**config.mk**
```make
export PLATFORM = sky130hd
export DESIGN_NAME = core_count_hotplug_governor_top_flat
export DESIGN_NICKNAME = d
export VERILOG_FILES = /design/src/hdl/ccg_pkg.sv /design/src/hdl/ccg_ifs.sv /design/src/hdl/ccg_pick.sv /design/src/hdl/core_count_hotplug_governor_top.sv /design/src/flat_wrapper.sv
export VERILOG_INCLUDE_DIRS = /design/src /design/src/hdl
export SDC_FILE = /design/constraint.sdc
export NUM_CORES = 1
export LEC_CHECK = 0
export BUFFER_PORTS_ARGS = -buffer_cell sky130_fd_sc_hd__buf_2
export CAP_MARGIN = 5
export CORE_AREA = 2 2 231 233
export CTS_BUF_LIST = sky130_fd_sc_hd__clkbuf_16
export CTS_CLUSTER_SIZE = 28
export DETAILED_ROUTE_END_ITERATION = 12
export DIE_AREA = 0 0 233 235
export HOLD_SLACK_MARGIN = 0.05
export PLACE_DENSITY = 0.67
export RECOVER_POWER = 50
export SYNTH_ARGS = -nofsm -noshare
export SYNTH_HDL_FRONTEND = slang
export SYNTH_SLANG_ARGS = --single-unit
```
**constraint.sdc**
```tcl
create_clock -name clk -period 25.8 [get_ports clk]
set_input_delay 7.74 -clock clk [delete_from_list [all_inputs] [get_ports clk]]
set_output_delay 7.74 -clock clk [all_outputs]
set_load 0.01 [all_outputs]
```
**src/hdl/assert_macros.svh**
```systemverilog
// Assertion macros shared by the RTL files of the hotplug governor.
// Needs a clock named clk and an active-high reset named rst in the using scope.
`ifndef ASSERT_MACROS_SVH
`define ASSERT_MACROS_SVH

// Property checked on every clock edge outside reset.
`define CCG_ASSERT(name, prop, msg) \
  name: assert property (@(posedge clk) disable iff (rst) (prop)) else $error(msg);

// Same-cycle implication checked outside reset.
`define CCG_ASSERT_IMPL(name, ante, cons, msg) \
  name: assert property (@(posedge clk) disable iff (rst) (ante) |-> (cons)) else $error(msg);

`endif

```
**src/hdl/ccg_pkg.sv**
```systemverilog
// Shared constants and types of the core-count hotplug governor.
// No dependencies; every other file but assert_macros.svh imports this package.
package ccg_pkg;

  localparam int CORE_COUNT    = 4;
  localparam int HISTORY_DEPTH = 10;
  localparam int FRACTION_BITS = 11;

  localparam int FUNC_W    = 2;
  localparam int SAMPLE_W  = 16;
  localparam int DELAY_W   = 20;
  localparam int CFG_IDX_W = 2;
  localparam int CNT_W     = $clog2(CORE_COUNT + 1);
  localparam int IDX_W     = (HISTORY_DEPTH > 1) ? $clog2(HISTORY_DEPTH) : 1;
  localparam int SAMPLE_MAX = (2 ** SAMPLE_W) - 1;
  localparam int SUM_W     = $clog2(HISTORY_DEPTH * SAMPLE_MAX + 1);
  // load levels carry one spare bit for avg + half
  localparam int LVL_W     = SAMPLE_W + 1;

  // Sum / HISTORY_DEPTH as multiply by a rounded-up reciprocal; exact for
  // every SUM_W-bit sum.
  localparam int DIV_SHIFT = SUM_W + $clog2(HISTORY_DEPTH);
  localparam int RECIP_W   = SUM_W + 1;
  localparam int PROD_W    = SUM_W + RECIP_W;
  localparam longint unsigned RECIP =
    ((longint'(1) << DIV_SHIFT) + longint'(HISTORY_DEPTH) - 1) / longint'(HISTORY_DEPTH);

  localparam int FIX_HALF   = 2 ** (FRACTION_BITS - 1);
  localparam int ALMOST_TWO = (2 << FRACTION_BITS) - 1;
  localparam int SEED       = (ALMOST_TWO > SAMPLE_MAX) ? SAMPLE_MAX : ALMOST_TWO;
  localparam int SEED_SUM   = SEED * HISTORY_DEPTH;

  localparam int DELAY_RESET = 12000;

  typedef enum logic [FUNC_W-1:0] {
    FUNC_TICK    = 2'd0,
    FUNC_SUSPEND = 2'd1,
    FUNC_RESUME  = 2'd2
  } func_t;

  typedef enum logic [CFG_IDX_W-1:0] {
    CFG_ENABLE       = 2'd0,
    CFG_CORE_FLOOR   = 2'd1,
    CFG_CORE_CEILING = 2'd2,
    CFG_VERIFY_DELAY = 2'd3
  } cfg_idx_t;

  // Result of the target pick: updated moving sum and clamped core count.
  typedef struct packed {
    logic [SUM_W-1:0] sum;
    logic [CNT_W-1:0] target;
  } pick_t;

  typedef struct packed {
    logic [CORE_COUNT-1:0] up;
    logic [CORE_COUNT-1:0] down;
    logic                  fault;
  } masks_t;

endpackage

```
**src/hdl/ccg_ifs.sv**
```systemverilog
// Valid/ready channel interfaces of the hotplug governor: events, results, config.
// Depends on ccg_pkg.
interface ccg_event_if import ccg_pkg::*; ();
  logic                  valid;
  logic                  ready;
  logic [FUNC_W-1:0]     func;
  logic [SAMPLE_W-1:0]   load_sample;
  logic [CORE_COUNT-1:0] online_mask;

  modport source(output valid, func, load_sample, online_mask, input ready);
  modport sink(input valid, func, load_sample, online_mask, output ready);
endinterface

interface ccg_result_if import ccg_pkg::*; ();
  logic                  valid;
  logic                  ready;
  logic [CORE_COUNT-1:0] cores_up_mask;
  logic [CORE_COUNT-1:0] cores_down_mask;
  logic [CNT_W-1:0]      desired_cores;
  logic [CNT_W-1:0]      online_count;
  logic                  verify_pending;

  modport source(output valid, cores_up_mask, cores_down_mask, desired_cores,
                 online_count, verify_pending, input ready);
  modport sink(input valid, cores_up_mask, cores_down_mask, desired_cores,
               online_count, verify_pending, output ready);
endinterface

interface ccg_cfg_if import ccg_pkg::*; ();
  logic                 valid;
  logic                 ready;
  logic [CFG_IDX_W-1:0] index;
  logic [DELAY_W-1:0]   data;

  modport source(output valid, index, data, input ready);
  modport sink(input valid, index, data, output ready);
endinterface

```
**src/hdl/ccg_pick.sv**
```systemverilog
// Moving-sum update, average, hysteresis and clamping of the target core count.
// Depends on ccg_pkg.
module ccg_pick import ccg_pkg::*; (
  input  logic [SUM_W-1:0]    load_sum,
  input  logic [SAMPLE_W-1:0] old_entry,
  input  logic [SAMPLE_W-1:0] sample,
  input  logic [CNT_W-1:0]    believed,
  input  logic [CNT_W-1:0]    core_floor,
  input  logic [CNT_W-1:0]    core_ceiling,
  output pick_t               pick
);

  logic [SUM_W-1:0]    sum_new;
  logic [PROD_W-1:0]   prod;
  logic [PROD_W-1:0]   quot;
  logic [LVL_W-1:0]    avg;
  logic [LVL_W-1:0]    up_n;
  logic [LVL_W-1:0]    down_n;
  logic [LVL_W-1:0]    tgt_hyst;
  logic [LVL_W-1:0]    tgt;
  logic [LVL_W-1:0]    believed_w;
  logic [LVL_W-1:0]    min_w;
  logic [LVL_W-1:0]    max_w;

  assign sum_new    = load_sum - SUM_W'(old_entry) + SUM_W'(sample);
  assign prod       = PROD_W'(sum_new) * PROD_W'(RECIP);
  assign quot       = prod >> DIV_SHIFT;
  assign avg        = LVL_W'(quot[SAMPLE_W-1:0]);
  assign believed_w = LVL_W'(believed);
  assign min_w      = LVL_W'(core_floor);
  assign max_w      = LVL_W'(core_ceiling);

  // up threshold sits half a core above, down threshold half a core below
  assign up_n   = (avg > LVL_W'(FIX_HALF)) ? ((avg - LVL_W'(FIX_HALF)) >> FRACTION_BITS)
                                           : LVL_W'(1);
  assign down_n = (avg + LVL_W'(FIX_HALF)) >> FRACTION_BITS;

  always_comb begin
    priority if (up_n > believed_w) begin
      tgt_hyst = up_n;
    end else if (down_n < believed_w) begin
      tgt_hyst = down_n;
    end else begin
      tgt_hyst = believed_w;
    end

    priority if (tgt_hyst > max_w) begin
      tgt = max_w;
    end else if (tgt_hyst < min_w) begin
      tgt = min_w;
    end else begin
      tgt = tgt_hyst;
    end
    if (tgt < LVL_W'(1)) begin
      tgt = LVL_W'(1);
    end
    if (tgt > LVL_W'(CORE_COUNT)) begin
      tgt = LVL_W'(CORE_COUNT);
    end
  end

  assign pick.sum    = sum_new;
  assign pick.target = tgt[CNT_W-1:0];

endmodule

```
**src/hdl/core_count_hotplug_governor_top.sv**
```systemverilog
// Top level of the core-count hotplug governor: event register, governor state,
// result register. Depends on ccg_pkg, ccg_ifs, ccg_pick and assert_macros.svh.
//
// Usage:
//   events  - valid/ready beats carrying func (tick, suspend, resume), a load
//             sample and the mask of cores actually online.
//   results - one beat per event: up/down masks, desired count, believed online
//             count and the pending re-verify flag.
//   cfg     - register writes (enable, min/max core count, verify delay); cfg.ready
//             is always high. Write only while no event is in flight.
// Data path: an event beat taken into the event register goes through the governor
// update into the result register once that register is free to load.
// Throughput: one event per cycle while the result sink takes every beat; the moving
// sum, average and clamp are one pass of logic between the two registers.
// Reset clears the load history, moving sum and all governor state and loads
// the register defaults; no clearing sweep follows.
// When the result sink stalls, the result register holds, one more event is
// held in the event register, and then events.ready drops.
`include "assert_macros.svh"

module core_count_hotplug_governor_top import ccg_pkg::*; (
  input  logic         clk,
  input  logic         rst,
  ccg_event_if.sink    events,
  ccg_result_if.source results,
  ccg_cfg_if.sink      cfg
);

  // configuration
  logic               gov_enable;
  logic [CNT_W-1:0]   core_floor;
  logic [CNT_W-1:0]   core_ceiling;
  logic [DELAY_W-1:0] verify_delay;

  // event register
  logic                  in_valid;
  func_t                 in_func;
  logic [SAMPLE_W-1:0]   in_sample;
  logic [CORE_COUNT-1:0] in_online;

  // governor state
  logic [SAMPLE_W-1:0] history [HISTORY_DEPTH];
  logic [SUM_W-1:0]    load_sum;
  logic [SUM_W-1:0]    load_sum_next;
  logic [IDX_W-1:0]    hist_idx;
  logic [IDX_W-1:0]    hist_idx_next;
  logic [CNT_W-1:0]    believed;
  logic [CNT_W-1:0]    believed_next;
  logic                verify_flag;
  logic                verify_flag_next;
  logic [DELAY_W-1:0]  verify_count;
  logic [DELAY_W-1:0]  verify_count_next;
  logic                hist_we;
  logic                hist_fill;

  // result register
  logic                  res_valid;
  logic [CORE_COUNT-1:0] res_up;
  logic [CORE_COUNT-1:0] res_down;
  logic [CNT_W-1:0]      res_desired;
  logic [CORE_COUNT-1:0] up_calc;
  logic [CORE_COUNT-1:0] down_calc;
  logic [CNT_W-1:0]      desired_calc;

  logic               advance;
  logic [DELAY_W-1:0] count_dec;
  pick_t              pick;
  masks_t             mv;
  masks_t             fa;

  // Re-verify: every core below d must be online, every other core offline.
  function automatic masks_t force_masks(logic [CNT_W-1:0] d,
                                         logic [CORE_COUNT-1:0] online);
    masks_t           r;
    logic [CNT_W-1:0] cn;
    r = '0;
    for (int c = 0; c < CORE_COUNT; c++) begin
      cn = CNT_W'(c);
      if (cn < d && !online[c]) begin
        r.up[c] = 1'b1;
      end else if (cn >= d && online[c]) begin
        r.down[c] = 1'b1;
      end
    end
    return r;
  endfunction

  // Move from n to d cores, scanning from the top core; the first core found
  // in the wrong state stops the scan and keeps only the actions above it.
  function automatic masks_t move_masks(logic [CNT_W-1:0] n, logic [CNT_W-1:0] d,
                                        logic [CORE_COUNT-1:0] online);
    masks_t           r;
    logic [CNT_W-1:0] cn;
    logic             bad;
    r = '0;
    for (int c = CORE_COUNT - 1; c >= 0; c--) begin
      cn  = CNT_W'(c);
      bad = (cn < n && !online[c]) || (cn >= n && online[c]);
      if (bad) begin
        r.fault = 1'b1;
      end
      if (!r.fault) begin
        if (cn >= n && cn < d) begin
          r.up[c] = 1'b1;
        end else if (cn >= d && cn < n) begin
          r.down[c] = 1'b1;
        end
      end
    end
    return r;
  endfunction

  assign advance      = in_valid && (!res_valid || results.ready);
  assign events.ready = !in_valid || advance;
  assign cfg.ready    = 1'b1;

  always_ff @(posedge clk) begin
    if (rst) begin
      gov_enable   <= 1'b1;
      core_floor   <= CNT_W'(1);
      core_ceiling <= CNT_W'(CORE_COUNT);
      verify_delay <= DELAY_W'(DELAY_RESET);
    end else if (cfg.valid) begin
      unique case (cfg_idx_t'(cfg.index))
        CFG_ENABLE:       gov_enable   <= cfg.data[0];
        CFG_CORE_FLOOR:   core_floor   <= cfg.data[CNT_W-1:0];
        CFG_CORE_CEILING: core_ceiling <= cfg.data[CNT_W-1:0];
        CFG_VERIFY_DELAY: verify_delay <= cfg.data[DELAY_W-1:0];
        default: ;
      endcase
    end
  end

  always_ff @(posedge clk) begin
    if (rst) begin
      in_valid <= 1'b0;
    end else if (events.ready) begin
      in_valid <= events.valid;
    end
  end

  always_ff @(posedge clk) begin
    if (events.valid && events.ready) begin
      in_func   <= func_t'(events.func);
      in_sample <= events.load_sample;
      in_online <= events.online_mask;
    end
  end

  ccg_pick u_pick (
    .load_sum     (load_sum),
    .old_entry    (history[hist_idx]),
    .sample       (in_sample),
    .believed     (believed),
    .core_floor   (core_floor),
    .core_ceiling (core_ceiling),
    .pick         (pick)
  );

  assign count_dec = verify_count - DELAY_W'(1);
  assign fa        = (in_func == FUNC_SUSPEND) ? force_masks(CNT_W'(1), in_online)
                                               : force_masks(pick.target, in_online);
  assign mv        = move_masks(believed, pick.target, in_online);

  always_comb begin
    load_sum_next     = load_sum;
    hist_idx_next     = hist_idx;
    believed_next     = believed;
    verify_flag_next  = verify_flag;
    verify_count_next = verify_count;
    hist_we           = 1'b0;
    hist_fill         = 1'b0;
    up_calc           = '0;
    down_calc         = '0;
    desired_calc      = '0;

    unique case (in_func)
      FUNC_TICK: begin
        if (gov_enable) begin
          hist_we       = 1'b1;
          load_sum_next = pick.sum;
          hist_idx_next = (hist_idx == IDX_W'(HISTORY_DEPTH - 1)) ? '0
                                                                  : hist_idx + IDX_W'(1);
          desired_calc  = pick.target;
          if (verify_flag) begin
            verify_count_next = count_dec;
            if (count_dec == '0) begin
              up_calc          = fa.up;
              down_calc        = fa.down;
              believed_next    = pick.target;
              verify_flag_next = 1'b0;
            end
          end else if (pick.target != believed) begin
            up_calc   = mv.up;
            down_calc = mv.down;
            if (mv.fault) begin
              verify_flag_next  = 1'b1;
              verify_count_next = (verify_delay == '0) ? DELAY_W'(1) : verify_delay;
            end else begin
              believed_next = pick.target;
            end
          end
        end
      end
      FUNC_SUSPEND: begin
        desired_calc  = CNT_W'(1);
        up_calc       = fa.up;
        down_calc     = fa.down;
        believed_next = CNT_W'(1);
      end
      FUNC_RESUME: begin
        hist_fill         = 1'b1;
        load_sum_next     = SUM_W'(SEED_SUM);
        verify_flag_next  = 1'b1;
        verify_count_next = DELAY_W'(1);
      end
      default: ;
    endcase
  end

  always_ff @(posedge clk) begin
    if (rst) begin
      for (int i = 0; i < HISTORY_DEPTH; i++) begin
        history[i] <= '0;
      end
      load_sum     <= '0;
      hist_idx     <= '0;
      believed     <= '0;
      verify_flag  <= 1'b0;
      verify_count <= '0;
    end else if (advance) begin
      if (hist_fill) begin
        for (int i = 0; i < HISTORY_DEPTH; i++) begin
          history[i] <= SAMPLE_W'(SEED);
        end
      end else if (hist_we) begin
        history[hist_idx] <= in_sample;
      end
      load_sum     <= load_sum_next;
      hist_idx     <= hist_idx_next;
      believed     <= believed_next;
      verify_flag  <= verify_flag_next;
      verify_count <= verify_count_next;
    end
  end

  always_ff @(posedge clk) begin
    if (rst) begin
      res_valid <= 1'b0;
    end else if (advance) begin
      res_valid <= 1'b1;
    end else if (results.ready) begin
      res_valid <= 1'b0;
    end
  end

  always_ff @(posedge clk) begin
    if (advance) begin
      res_up      <= up_calc;
      res_down    <= down_calc;
      res_desired <= desired_calc;
    end
  end

  // online count and pending flag read straight from the state, which only
  // moves together with the result register
  assign results.valid           = res_valid;
  assign results.cores_up_mask   = res_up;
  assign results.cores_down_mask = res_down;
  assign results.desired_cores   = res_desired;
  assign results.online_count    = believed;
  assign results.verify_pending  = verify_flag;

  `CCG_ASSERT(a_believed_range, believed <= CNT_W'(CORE_COUNT), "believed count too high")
  `CCG_ASSERT(a_idx_range, hist_idx <= IDX_W'(HISTORY_DEPTH - 1), "history index out of range")
  `CCG_ASSERT_IMPL(a_flag_count, verify_flag, verify_count != '0, "pending with zero count")
  `CCG_ASSERT_IMPL(a_masks_disjoint, res_valid, (res_up & res_down) == '0, "up and down both set")

endmodule

```
**src/flat_wrapper.sv**
```systemverilog
// flat-port wrapper written by rule: the top's interface ports become plain ports
module core_count_hotplug_governor_top_flat import ccg_pkg::*;
  (clk, rst, events_valid, events_func, events_load_sample, events_online_mask, events_ready, results_valid, results_cores_up_mask, results_cores_down_mask, results_desired_cores, results_online_count, results_verify_pending, results_ready, cfg_valid, cfg_index, cfg_data, cfg_ready);
  ccg_event_if events_i ();
  ccg_result_if results_i ();
  ccg_cfg_if cfg_i ();
  input  logic clk;
  input  logic rst;
  input wire logic [$bits(events_i.valid)-1:0] events_valid;
  input wire logic [$bits(events_i.func)-1:0] events_func;
  input wire logic [$bits(events_i.load_sample)-1:0] events_load_sample;
  input wire logic [$bits(events_i.online_mask)-1:0] events_online_mask;
  output wire logic [$bits(events_i.ready)-1:0] events_ready;
  output wire logic [$bits(results_i.valid)-1:0] results_valid;
  output wire logic [$bits(results_i.cores_up_mask)-1:0] results_cores_up_mask;
  output wire logic [$bits(results_i.cores_down_mask)-1:0] results_cores_down_mask;
  output wire logic [$bits(results_i.desired_cores)-1:0] results_desired_cores;
  output wire logic [$bits(results_i.online_count)-1:0] results_online_count;
  output wire logic [$bits(results_i.verify_pending)-1:0] results_verify_pending;
  input wire logic [$bits(results_i.ready)-1:0] results_ready;
  input wire logic [$bits(cfg_i.valid)-1:0] cfg_valid;
  input wire logic [$bits(cfg_i.index)-1:0] cfg_index;
  input wire logic [$bits(cfg_i.data)-1:0] cfg_data;
  output wire logic [$bits(cfg_i.ready)-1:0] cfg_ready;
  assign events_i.valid = events_valid;
  assign events_i.func = events_func;
  assign events_i.load_sample = events_load_sample;
  assign events_i.online_mask = events_online_mask;
  assign events_ready = events_i.ready;
  assign results_valid = results_i.valid;
  assign results_cores_up_mask = results_i.cores_up_mask;
  assign results_cores_down_mask = results_i.cores_down_mask;
  assign results_desired_cores = results_i.desired_cores;
  assign results_online_count = results_i.online_count;
  assign results_verify_pending = results_i.verify_pending;
  assign results_i.ready = results_ready;
  assign cfg_i.valid = cfg_valid;
  assign cfg_i.index = cfg_index;
  assign cfg_i.data = cfg_data;
  assign cfg_ready = cfg_i.ready;
  core_count_hotplug_governor_top u_core (.clk(clk), .rst(rst), .events(events_i), .results(results_i), .cfg(cfg_i));
endmodule
```
Word-level counts from Yosys, hierarchy flattened
Memory sizes are Yosys's and may differ from the RTL's. A register that Yosys moved wholly into a read port is not among the register bits.
Cells that the tools add are included.
{ "totals": {"ff_bits": 110, "mem_bits_rw": 160, "in_bits": 49, "out_inout_bits": 18, "wordCells": 236, "memories": 1} }
{ "memory_table": {"columns": ["memory", "depth", "width", "rd", "rd_clocked_by_memory_dff", "write_ports", "line", "source"], "rows": [
  ["u_core.history", 10, 16, 1, 1, 10, "core_count_hotplug_governor_top.sv:42", "logic [SAMPLE_W-1:0] history [HISTORY_DEPTH];"]
]} }
{ "classes": {"n_addsub": 6, "mul": 1, "n_lt_le_gt_ge": 23, "n_eq_ne": 12, "n_mux": 112, "bitwise": 10, "n_reduce_logical": 54} }
{ "ops": {"columns": ["cell", "count"], "rows": [
  ["2-to-1 mux 16 bit", 11],
  ["2-to-1 mux 20 bit", 6],
  ["case mux 20 bit (2 select lines)", 2],
  ["2-to-1 mux 17 bit", 4],
  ["2-to-1 mux 1 bit", 62],
  ["2-to-1 mux 4 bit", 12],
  ["zero test 20 bit", 2],
  ["multiplier 20 x 20 -> 39 bit, second input constant", 1],
  ["logical AND 1 bit", 26],
  ["2-to-1 mux 3 bit", 7],
  ["adder 20 x 16 -> 20 bit", 1],
  ["subtractor 20 x 1 -> 20 bit, second input constant", 1],
  ["subtractor 20 x 16 -> 20 bit", 1],
  ["adder 16 x 11 -> 17 bit, second input constant", 1],
  ["greater-than comparator 17 x 3 -> 1 bit", 1],
  ["greater-than comparator 17 x 3 -> 1 bit, second input constant", 1],
  ["< comparator 17 x 1 -> 1 bit, second input constant", 1],
  ["< comparator 17 x 3 -> 1 bit", 1],
  ["subtractor 16 x 11 -> 17 bit, second input constant", 1],
  ["greater-than comparator 16 x 11 -> 1 bit, second input constant", 1],
  ["case mux 4 bit (2 select lines)", 2],
  ["OR reduction 16 bit", 1],
  ["greater-or-equal comparator 1 x 3 -> 1 bit, first input constant", 4],
  ["greater-or-equal comparator 2 x 3 -> 1 bit, first input constant", 4],
  ["other kinds (26)", 64]
]} }

Logic depth before layout (Yosys ltp)
Gate-level depths: netlist (run 1).
{ "logic_depth": {"word_depth": 23, "mapped_depth": 70, "mapped_depth_nobuf": 66} }

By module
A second synthesis (run 1) with hierarchy kept.
{ "unflattened": {"hier_cells": 2277, "area_unflattened_um2": 26186.4} }
{ "modules_own_cells": {"columns": ["module", "instances", "cells_each", "area_each_um2", "seq_area_each_um2"], "rows": [
  ["core_count_hotplug_governor_top", 1, 1151, 16321.9, 10299.9],
  ["ccg_pick", 1, 1126, 9864.5, 0.0]
]} }

Worst setup path before layout (run 1)
OpenSTA, ideal clock, no wires.
{ "synth_path": {"path_kind": "reg2reg", "startpoint": "reg with a tool-made name", "endpoint": "reg u_core.verify_count[10]", "setup_ps": 72, "arrival_time_ps": 16014, "slack_ps": 9714, "stages_incl_launch_ff": 64, "path_buffers": 3, "period_less_slack_ps": 16086, "cell_sequence": "dfxtp_1 > clkbuf_1 > buf_1 > mux4_2 > mux4_2 > inv_1 > fa_1 > ha_1 > nor2b_1 > o31a_1 > o221ai_1 > nand2_1 > nand2_1 > a21oi_1 > nor2b_1 > o21bai_1 > a21oi_1 > xnor2_1 > (+28 left out) > or4_1 > o2111ai_1 > mux2i_1 > inv_1 > ha_1 > a211o_1 > o32a_1 > o41a_1 > o21ai_4 > inv_4 > ha_1 > and3_1 > and3_1 > o211a_2 > o41a_1 > o31ai_4 > buf_8 > mux2i_1"} }
{ "synth_rtl": {"columns": ["item", "line", "source"], "rows": [
  ["end signal, assigned", "core_count_hotplug_governor_top.sv:243", "verify_count <= verify_count_next;"],
  ["end, declared", "core_count_hotplug_governor_top.sv:51", "logic [DELAY_W-1:0] verify_count;"]
]} }

==> flow_metrics.tcl, run 1 <==
set metrics [dict create \
    dp_cells 3042 \
    wl_met1_mm 29.50 \
    final_cell_mix "inv_1 (331), edfxtp_1 (289), ha_1 (226)" \
    placed_area_mm2 0.02745 \
    final_area_mm2 0.02855 \
    antenna_left 0 \
    tns_ns 0 \
    rsz0062_at_grt "false" \
    post_cts_resized 0 \
    required_ns 26.10 \
    syn_nets 2787 \
    cts_num_sinks 370 \
    grt_pass1_vias 18800 \
    status "finished with violations" \
    tightest_slew_ns 2.846 \
    io_pins 67 \
    synthCells 2364 \
    violations "max-capacitance violations, max-slew violations" \
    cp-start-kind "flop" \
    drt_iter0_markers 1548 \
    syn2layout_area_growth_pct 8.208 \
    min_path_type "flop to flop" \
    cts_buffer_depth 3 \
    mostFrequentLayoutCell "inv_1" \
    wl_mm 65.98 \
    gp_routability_congestion 0.9314 \
    cp-end-kind "flop" \
    slew_headroom_pct -89.73 \
    max_stage_delay_ns 0.95 \
    hold_viol 0 \
    synthArstFlopShare_pct 0 \
    start_util_pct 50.52 \
    cts_setup_buffers 0 \
    first_pass_iters 7 \
    grt_util_all_layers_pct 24.65 \
    synthDistinctLibCells 92 \
    cts_buffers 37 \
    wl_met2_mm 32.18 \
    core_mm2 0.05224 \
    worst_skew_pair.late_latency_ns 0.54 \
    crit_type "flop to flop" \
    syn-cell-area_mm2 0.02639 \
    drv_slew 163 \
    die_w_um 233 \
    fin_cells 3108 \
    synth_enable_flop_cells 289 \
    antenna_cells 0 \
    crit_path_top_delay_cell "o31ai_4" \
    dieArea_mm2 0.05476 \
    drive_above_1_share_pct 10.12 \
    cp_max_fo 40 \
    fin_crit_sh_pct 72.30 \
    ys.flop_type "edfxtp_1" \
    layout_min_cycle_time_ns 18.65 \
    fin_nets 2816 \
    grt_overflow 0 \
    cts.htree.levels 2 \
    grt_pass1_wl_mm 106.0 \
    setup_viol 0 \
    ys_seq_area_share_pct 39.03 \
    hpwl_mm 49.76 \
    grt_max_degree 73 \
    wl_per_cell_um 21.23 \
    top_layer "met4" \
    ctsHoldBuffers 0 \
    fin_skew_ns 0.02252 \
    drcViolationCount 0 \
    fmax_mhz 53.61 \
    vias 18300 \
    yosys_warnings 0 \
    die_h_um 235 \
    met3_length_mm 2.831 \
    port_buffers 65 \
    cp.arrival_ns 18.95 \
    num_rows 84 \
    drv_cap 4 \
    avgSynthCellArea_um2 11.16 \
    vias_per_cell 5.888 \
    ys_seq_elements 370 \
    cp_common_cell "ha_1" \
    path_clk_slew_ns 0.06 \
    antenna_found_initial 0 \
    cts_tree "done" \
    root_buffer "clkbuf_16" \
]
## synth_stat cells (7+ instances only)
master / number / area share (%)
mux4_2: 80 / 6.8
dfxtp_1: 81 / 6.1
nand3b_1: 7 / 0.20
a21oi_1: 87 / 1.7
a22oi_1: 10 / 0.28
a31oi_1: 16 / 0.38
nor4_1: 24 / 0.57
o21bai_1: 7 / 0.20
nand3_1: 34 / 0.64
fa_1: 148 / 11
nor2_1: 91 / 1.3
o21ai_0: 48 / 0.91
nand4_1: 24 / 0.57
and2_1: 33 / 0.78
o211ai_1: 29 / 0.83
and3_1: 18 / 0.43
or2_2: 7 / 0.17
nor3_1: 49 / 0.93
and4_1: 7 / 0.23
buf_2: 10 / 0.19
nand2_1: 176 / 2.5
ha_1: 226 / 11
edfxtp_1: 289 / 33
or3_1: 7 / 0.17
nor2b_1: 10 / 0.24
a211oi_1: 20 / 0.57
buf_1: 15 / 0.21
mux2i_1: 23 / 0.87
xnor2_1: 47 / 1.6
o22ai_1: 7 / 0.17
inv_1: 325 / 4.6
xor2_1: 28 / 0.93
a21o_1: 141 / 4.0
o21a_1: 17 / 0.48
nand2b_1: 10 / 0.24
clkbuf_1: 92 / 1.3
## critical path: cells and delay by family, from the launching register on
family,cells,cell delay (ns)
AOI/OAI and AO/OA,23,6.00
xor gates and xnor gates,1,0.63
adders and majority gates,15,5.71
buffers and inverters,10,1.30
DFF,1,0.68
muxes,3,1.53
and+or+nand+nor,14,2.52
## stage by stage
step / util [%] / hold slack [ns] / setup WS [ns]
finish: 54.66 / 0.4745 / 7.146
detailed placement: 52.55 / 0.4713 / 7.368
floorplan: - / 0.4364 / 9.714
global placement: 52.55 / 0.4462 / 7.585
global route: 54.66 / 0.5039 / 5.878
CTS: 54.84 / 0.4788 / 7.303
## routing by layer
| layer | global-route usage, % | up-vias |
|---|---|---|
| li1 | - | 8487 |
| met1 | 34.82 | 9215 |
| met2 | 41.17 | 510 |
| met3 | 2.209 | 87 |
| met4 | 5.983 | 0 |
| met5 | 0 | - |
## cell type report
type	count	area, um2
Multi-Input combinational cell	1542	14370
Fill cell	4449	23680
Clock buffer	37	925.9
Sequential cell	370	10300
Tap cell	688	860.8
Inverter	331	1245
Clock inverter	29	272.8
Timing Repair Buffer	111	578.1
## final timing paths
kind	from	end	slack [ns]	depth (start not counted)
min	u_core.verify_delay[15]	u_core.verify_delay[15]	0.47	2
max reg2reg	flop	u_core.verify_count[4]	7.15	66
min reg2reg	u_core.verify_delay[15]	u_core.verify_delay[15]	0.47	2
max	flop	u_core.verify_count[4]	7.15	66
## registers in the layout, indices dropped and copies added (netlist names), named ones only
signal,cells
u_core.in_func,2
u_core.results.verify_pending,1
u_core.results.cores_up_mask,4
u_core.in_sample,16
u_core.hist_idx,4
u_core.verify_count,20
u_core.results.online_count,3
u_core.history,256
u_core.in_valid,1
u_core.core_ceiling,3
u_core.core_floor,3
u_core.gov_enable,1
u_core.load_sum,20
u_core.results.cores_down_mask,4
u_core.results.desired_cores,3
u_core.verify_delay,20
u_core.in_online,4
u_core.results.valid,1
## kinds of logic (layout without fill, tap and decap cells)
logic type | Yosys count | in the layout | share of synthesized area, %
AND/OR/NAND/NOR | 518 | 518 | 9.606
AO/OA/AOI/OAI | 468 | 468 | 12.54
buffers and inverters | 452 | 508 | 6.572
adder cells (fa/ha/maj) | 374 | 374 | 21.94
flip-flops | 370 | 370 | 39.03
multiplexers | 105 | 105 | 7.786
XOR/XNOR | 75 | 75 | 2.489
other | 2 | 2 | 0.02846
Power of run 1 is left out: the tool's default activity adds up to more than one toggle a clock period on the data nets, which glitch-free logic cannot reach.
==> inputs of run 2 (changes only) <==
--- a/config.mk
+++ b/config.mk
@@ -14,7 +14,7 @@
 export DETAILED_ROUTE_END_ITERATION = 12
 export DIE_AREA = 0 0 233 235
 export HOLD_SLACK_MARGIN = 0.05
-export PLACE_DENSITY = 0.67
+export PLACE_DENSITY = 0.69
 export RECOVER_POWER = 50
 export SYNTH_ARGS = -nofsm -noshare
 export SYNTH_HDL_FRONTEND = slang
==> constraint.sdc (replaced) <==
create_clock -name clk -period 15.9 [get_ports clk]
set_input_delay 4.77 -clock clk [delete_from_list [all_inputs] [get_ports clk]]
set_output_delay 4.77 -clock clk [all_outputs]
set_load 0.01 [all_outputs]
==> flow_metrics.tcl, run 2 (synthesis gave the netlist of run 1 again) <==
set metrics [dict create \
    num_rows 84 \
    die_h_um 235 \
    min_path_type "flop to flop" \
    cp-end-kind "flop" \
    layout_min_cycle_time_ns 15.45 \
    place_ws_ns -0.1561 \
    grt_pass1_wl_mm 108.0 \
    drcViolationCount 0 \
    drv_slew 146 \
    placed_area_mm2 0.02789 \
    cts_buffer_depth 3 \
    worst_slack_ns 0.4537 \
    cp_max_fo 12 \
    fmax_mhz 64.74 \
    regMostFlops "u_core.history" \
    worst-r2r-cell-count 62 \
    grt_pass1_vias 19040 \
    drive_above_1_share_pct 16.22 \
    final_area_mm2 0.02984 \
    largest_reg_flops 256 \
    first_pass_iters 6 \
    r2r_setup_slack_ns 0.45 \
    antenna_left 0 \
    status "finished with violations" \
    cts_buffers 37 \
    setup_viol 0 \
    hpwl_mm 50.99 \
    die_w_um 233 \
    gp_routability_congestion 0.9516 \
    fin_nets 2898 \
    wl_per_cell_um 21.78 \
    cp.arrival_ns 15.91 \
    crit_type "flop to flop" \
    grt_max_degree 97 \
    r2r_end "u_core.verify_count[13]" \
    cts_tree "done" \
    syn2layout_area_growth_pct 13.10 \
    antenna_found_initial 0 \
    start_util_pct 50.52 \
    cp-start-kind "flop" \
    root_buffer "clkbuf_16" \
    mostFrequentLayoutCell "inv_1" \
    cts.htree.levels 2 \
    drt_iter0_markers 1836 \
    violations "max-capacitance violations, max-slew violations" \
    max_stage_delay_ns 0.56 \
    fin_skew_ns 0.02081 \
    drv_cap 3 \
    hold_viol 0 \
    cts_num_sinks 370 \
    port_buffers 65 \
    vias 18930 \
    io_pins 67 \
    crit_path_top_delay_cell "fa_1" \
    wl_mm 69.49 \
    slew_headroom_pct -189.8 \
    grt_util_all_layers_pct 25.36 \
    grt_overflow 0 \
    core_mm2 0.05224 \
    nFillCells 4324 \
    final_util_pct 57.13 \
    worstSetupEndpoint "u_core.verify_count[13]" \
    required_ns 16.37 \
    worst_skew_pair.late_latency_ns 0.54 \
    fin_crit_sh_pct 97.15 \
    cp_common_cell "inv_1" \
    antenna_cells 0 \
    tightest_slew_ns 4.348 \
    vias_per_cell 5.933 \
    dieArea_mm2 0.05476 \
    path_clk_slew_ns 0.06 \
    final_cell_mix "inv_1 (328), edfxtp_1 (289), ha_1 (198)" \
]
==> run 2: cell types whose count changed in the layout (fill, tap and decap cells not counted), sizes merged <==
| cell | before | now |
|---|---|---|
| clkbuf | 71 | 81 |
| buf | 77 | 151 |
| bufinv | 4 | 3 |
| clkinv | 19 | 18 |
| clkinvlp | 3 | 4 |
==> run 2: worst min-delay path by stage <==
stage,depth (start not counted),to,start
floorplan,2,u_core.verify_delay[0],u_core.verify_delay[0]
global placement,2,u_core.verify_delay[0],u_core.verify_delay[0]
detailed placement,2,u_core.verify_delay[0],u_core.verify_delay[0]
CTS,2,u_core.verify_delay[0],u_core.verify_delay[0]
global route,2,u_core.verify_delay[0],u_core.verify_delay[0]
finish,2,u_core.verify_delay[0],u_core.verify_delay[0]
==> run 2: what timing repair did <==
action | 4_1_cts | 5_1_grt
gates cloned | 2 | 3
pin swaps | 0 | 21
endpoints found under the hold margin | 0 | 0
setup buffers | 0 | 25
setup endpoints to repair | 24 | 31
resized for setup | 7 | 104
hold buffers | 0 | 0
==> run 2: final cells by class <==
type,count,area [um2],area share (%)
clock buffer,39,975.9,3.270
clock inverter,28,225.2,0.7547
inverter,331,1245,4.172
multi-input combinational,1542,14860,49.80
sequential,370,10300,34.53
tap,688,860.8,2.884
timing repair buffer,193,1370,4.591
==> run 2: metrics by stage <==
| stage | cells | setup TNS, ns | hold WS [ns] |
|---|---|---|---|
| 3_5_place_dp | 3093 | -2.053 | 0.4571 |
| 4_1_cts | 3162 | 0 | 0.4696 |
| 2_1_floorplan | 2364 | 0 | 0.4364 |
| 5_1_grt | 3191 | -1.439 | 0.4925 |
| 6_report | 3191 | 0 | 0.4672 |
| 3_3_place_gp | 3093 | 0 | 0.4470 |
==> run 2: metal layers <==
layer	part of all wire (%)	up-vias	global-route usage, %	wire length [um]
li1	-	8664	-	-
met1	43	9456	35.41	29820
met2	48	678	41.40	33300
met3	5.9	133	2.767	4078
met4	3.3	0	8.473	2284
met5	0	-	0	0
==> run 2: critical path: cells and delay by family (launching register included) <==
kind / cells / cell delay [ns]
DFF: 1 / 0.46
buffers and inverters: 11 / 1.24
and+or+nand+nor: 10 / 2.05
AOI/OAI and AO/OA: 21 / 4.34
xor gates and xnor gates: 2 / 0.28
muxes: 4 / 1.55
adders and majority gates: 14 / 5.43
Power of run 2 is left out for the same reason.
==> inputs of run 3 (changes only) <==
--- a/config.mk
+++ b/config.mk
@@ -6,15 +6,15 @@
 export SDC_FILE = /design/constraint.sdc
 export NUM_CORES = 1
 export LEC_CHECK = 0
-export BUFFER_PORTS_ARGS = -buffer_cell sky130_fd_sc_hd__buf_2
 export CAP_MARGIN = 5
 export CORE_AREA = 2 2 231 233
 export CTS_BUF_LIST = sky130_fd_sc_hd__clkbuf_16
 export CTS_CLUSTER_SIZE = 28
 export DETAILED_ROUTE_END_ITERATION = 12
 export DIE_AREA = 0 0 233 235
+export DONT_BUFFER_PORTS = 1
 export HOLD_SLACK_MARGIN = 0.05
-export PLACE_DENSITY = 0.69
+export PLACE_DENSITY = 0.68
 export RECOVER_POWER = 50
 export SYNTH_ARGS = -nofsm -noshare
 export SYNTH_HDL_FRONTEND = slang
==> flow_metrics.tcl, run 3 (synthesis gave the netlist of run 1 again) <==
set metrics [dict create \
    multi_input_area_mm2 0.01477 \
    root_buffer "clkbuf_16" \
    cp-start-kind "flop" \
    max_stage_delay_ns 0.55 \
    wl_mm 67.17 \
    drv_slew 81 \
    grt_max_degree 85 \
    vias_per_cell 5.986 \
    cp.arrival_ns 15.86 \
    drive_above_1_share_pct 14.47 \
    vias 18760 \
    grt_overflow 0 \
    hold_viol 0 \
    cp_max_fo 10 \
    required_ns 16.37 \
    fin_nets 2840 \
    tns_ns 0 \
    largest_reg_flops 256 \
    layout_min_cycle_time_ns 15.40 \
    min_to "u_core.verify_delay[0]" \
    tightest_slew_ns 2.196 \
    start_util_pct 50.52 \
    fin_crit_sh_pct 96.84 \
    antenna_cells 0 \
    crit_type "flop to flop" \
    grt_pass1_vias 18950 \
    grt_pass1_wl_mm 106.1 \
    cts_num_sinks 370 \
    cp-end-kind "flop" \
    slew_headroom_pct -46.37 \
    regMostFlops "u_core.history" \
    antenna_found_initial 0 \
    setup_viol 0 \
    mostFrequentLayoutCell "inv_1" \
    worst-r2r-cell-count 68 \
    seqCellArea_mm2 0.01031 \
    path_clk_slew_ns 0.06 \
    drcViolationCount 0 \
    cp_common_cell "ha_1" \
    crit_path_top_delay_cell "fa_1" \
    io_pins 67 \
    cts.htree.levels 2 \
    worstHoldPathCells 2 \
    fmax_mhz 64.95 \
    fin_skew_ns 0.01908 \
    grt_util_all_layers_pct 24.55 \
    min_path_type "flop to flop" \
    nFillCells 4300 \
    wl_per_cell_um 21.43 \
    gp_routability_congestion 0.9544 \
    first_pass_iters 5 \
    drt_iter0_markers 1611 \
    die_h_um 235 \
    port_buffers 0 \
    dieArea_mm2 0.05476 \
    r2r_setup_slack_ns 0.50 \
    min_from "u_core.verify_delay[0]" \
    hold_ws_ns 0.4559 \
    r2r_end "u_core.verify_count[18]" \
    cts_buffers 37 \
    num_rows 84 \
    syn2layout_area_growth_pct 11.88 \
    die_w_um 233 \
    final_cell_mix "inv_1 (329), edfxtp_1 (289), ha_1 (208)" \
    status "finished with violations" \
    cts_tree "done" \
    worst_skew_pair.late_latency_ns 0.56 \
    violations "max-capacitance violations, max-slew violations" \
    core_mm2 0.05224 \
    hpwl_mm 50.25 \
    antenna_left 0 \
    drv_cap 2 \
    cts_buffer_depth 3 \
]
==> run 3: critical path: cells and delay by family (launching register included) <==
| kind | cells | cell delay [ns] |
|---|---|---|
| xor+xnor | 3 | 0.59 |
| compound gates | 19 | 3.48 |
| buf+inv | 15 | 1.85 |
| flops | 1 | 0.41 |
| mux | 4 | 1.59 |
| simple gates | 14 | 2.79 |
| fa+ha+maj | 13 | 4.55 |
==> run 3: worst max-delay path by stage <==
stage / startpoint / to / slack (ns) / depth (start not counted)
detailed placement: flop / u_core.verify_count[2] / -0.30 / 61
global placement: flop / u_core.verify_count[18] / 0.05 / 58
CTS: flop / u_core.verify_count[16] / 0.04 / 67
global route: flop / u_core.verify_count[16] / -0.14 / 66
floorplan: flop / u_core.verify_count[10] / 0.08 / 63
finish: flop / u_core.verify_count[18] / 0.50 / 68
==> run 3: area by class of cell <==
class / count / area share, %
clock buffer: 37 / 3.136
clock inverter: 31 / 1.102
inverter: 331 / 4.217
multi-input combinational: 1542 / 50.04
sequential: 370 / 34.91
tap: 688 / 2.916
timing repair buffer: 135 / 3.675
==> run 3: stage by stage <==
step                      util (%)  cells  cell area (um2)  setup slack, ns
after floorplan                  -   2364            26400          0.07840
after global placement       52.83   3032            27600          0.04562
after detailed placement     52.83   3032            27600          -0.2987
after CTS                    55.52   3113            29000          0.04308
after global routing         56.52   3134            29520          -0.1373
final                        56.52   3134            29520           0.5025
==> run 3: metal layers <==
metal  track usage (%)  up-vias  wire length, um
li1                  -     8539                -
met1             34.79     9437            29300
met2             40.44      659            32320
met3             2.318      125             3849
met4             6.736        0             1710
met5                 0        -                0
==> run 3: repair_timing <==
action / in CTS / in global routing
setup buffers: 12 / 19
endpoints found under the setup margin: 26 / 31
hold buffers: 0 / 0
pin swaps: 1 / 30
gates resized for setup: 7 / 88
cloned: 1 / 2
Power of run 3 is left out for the same reason.
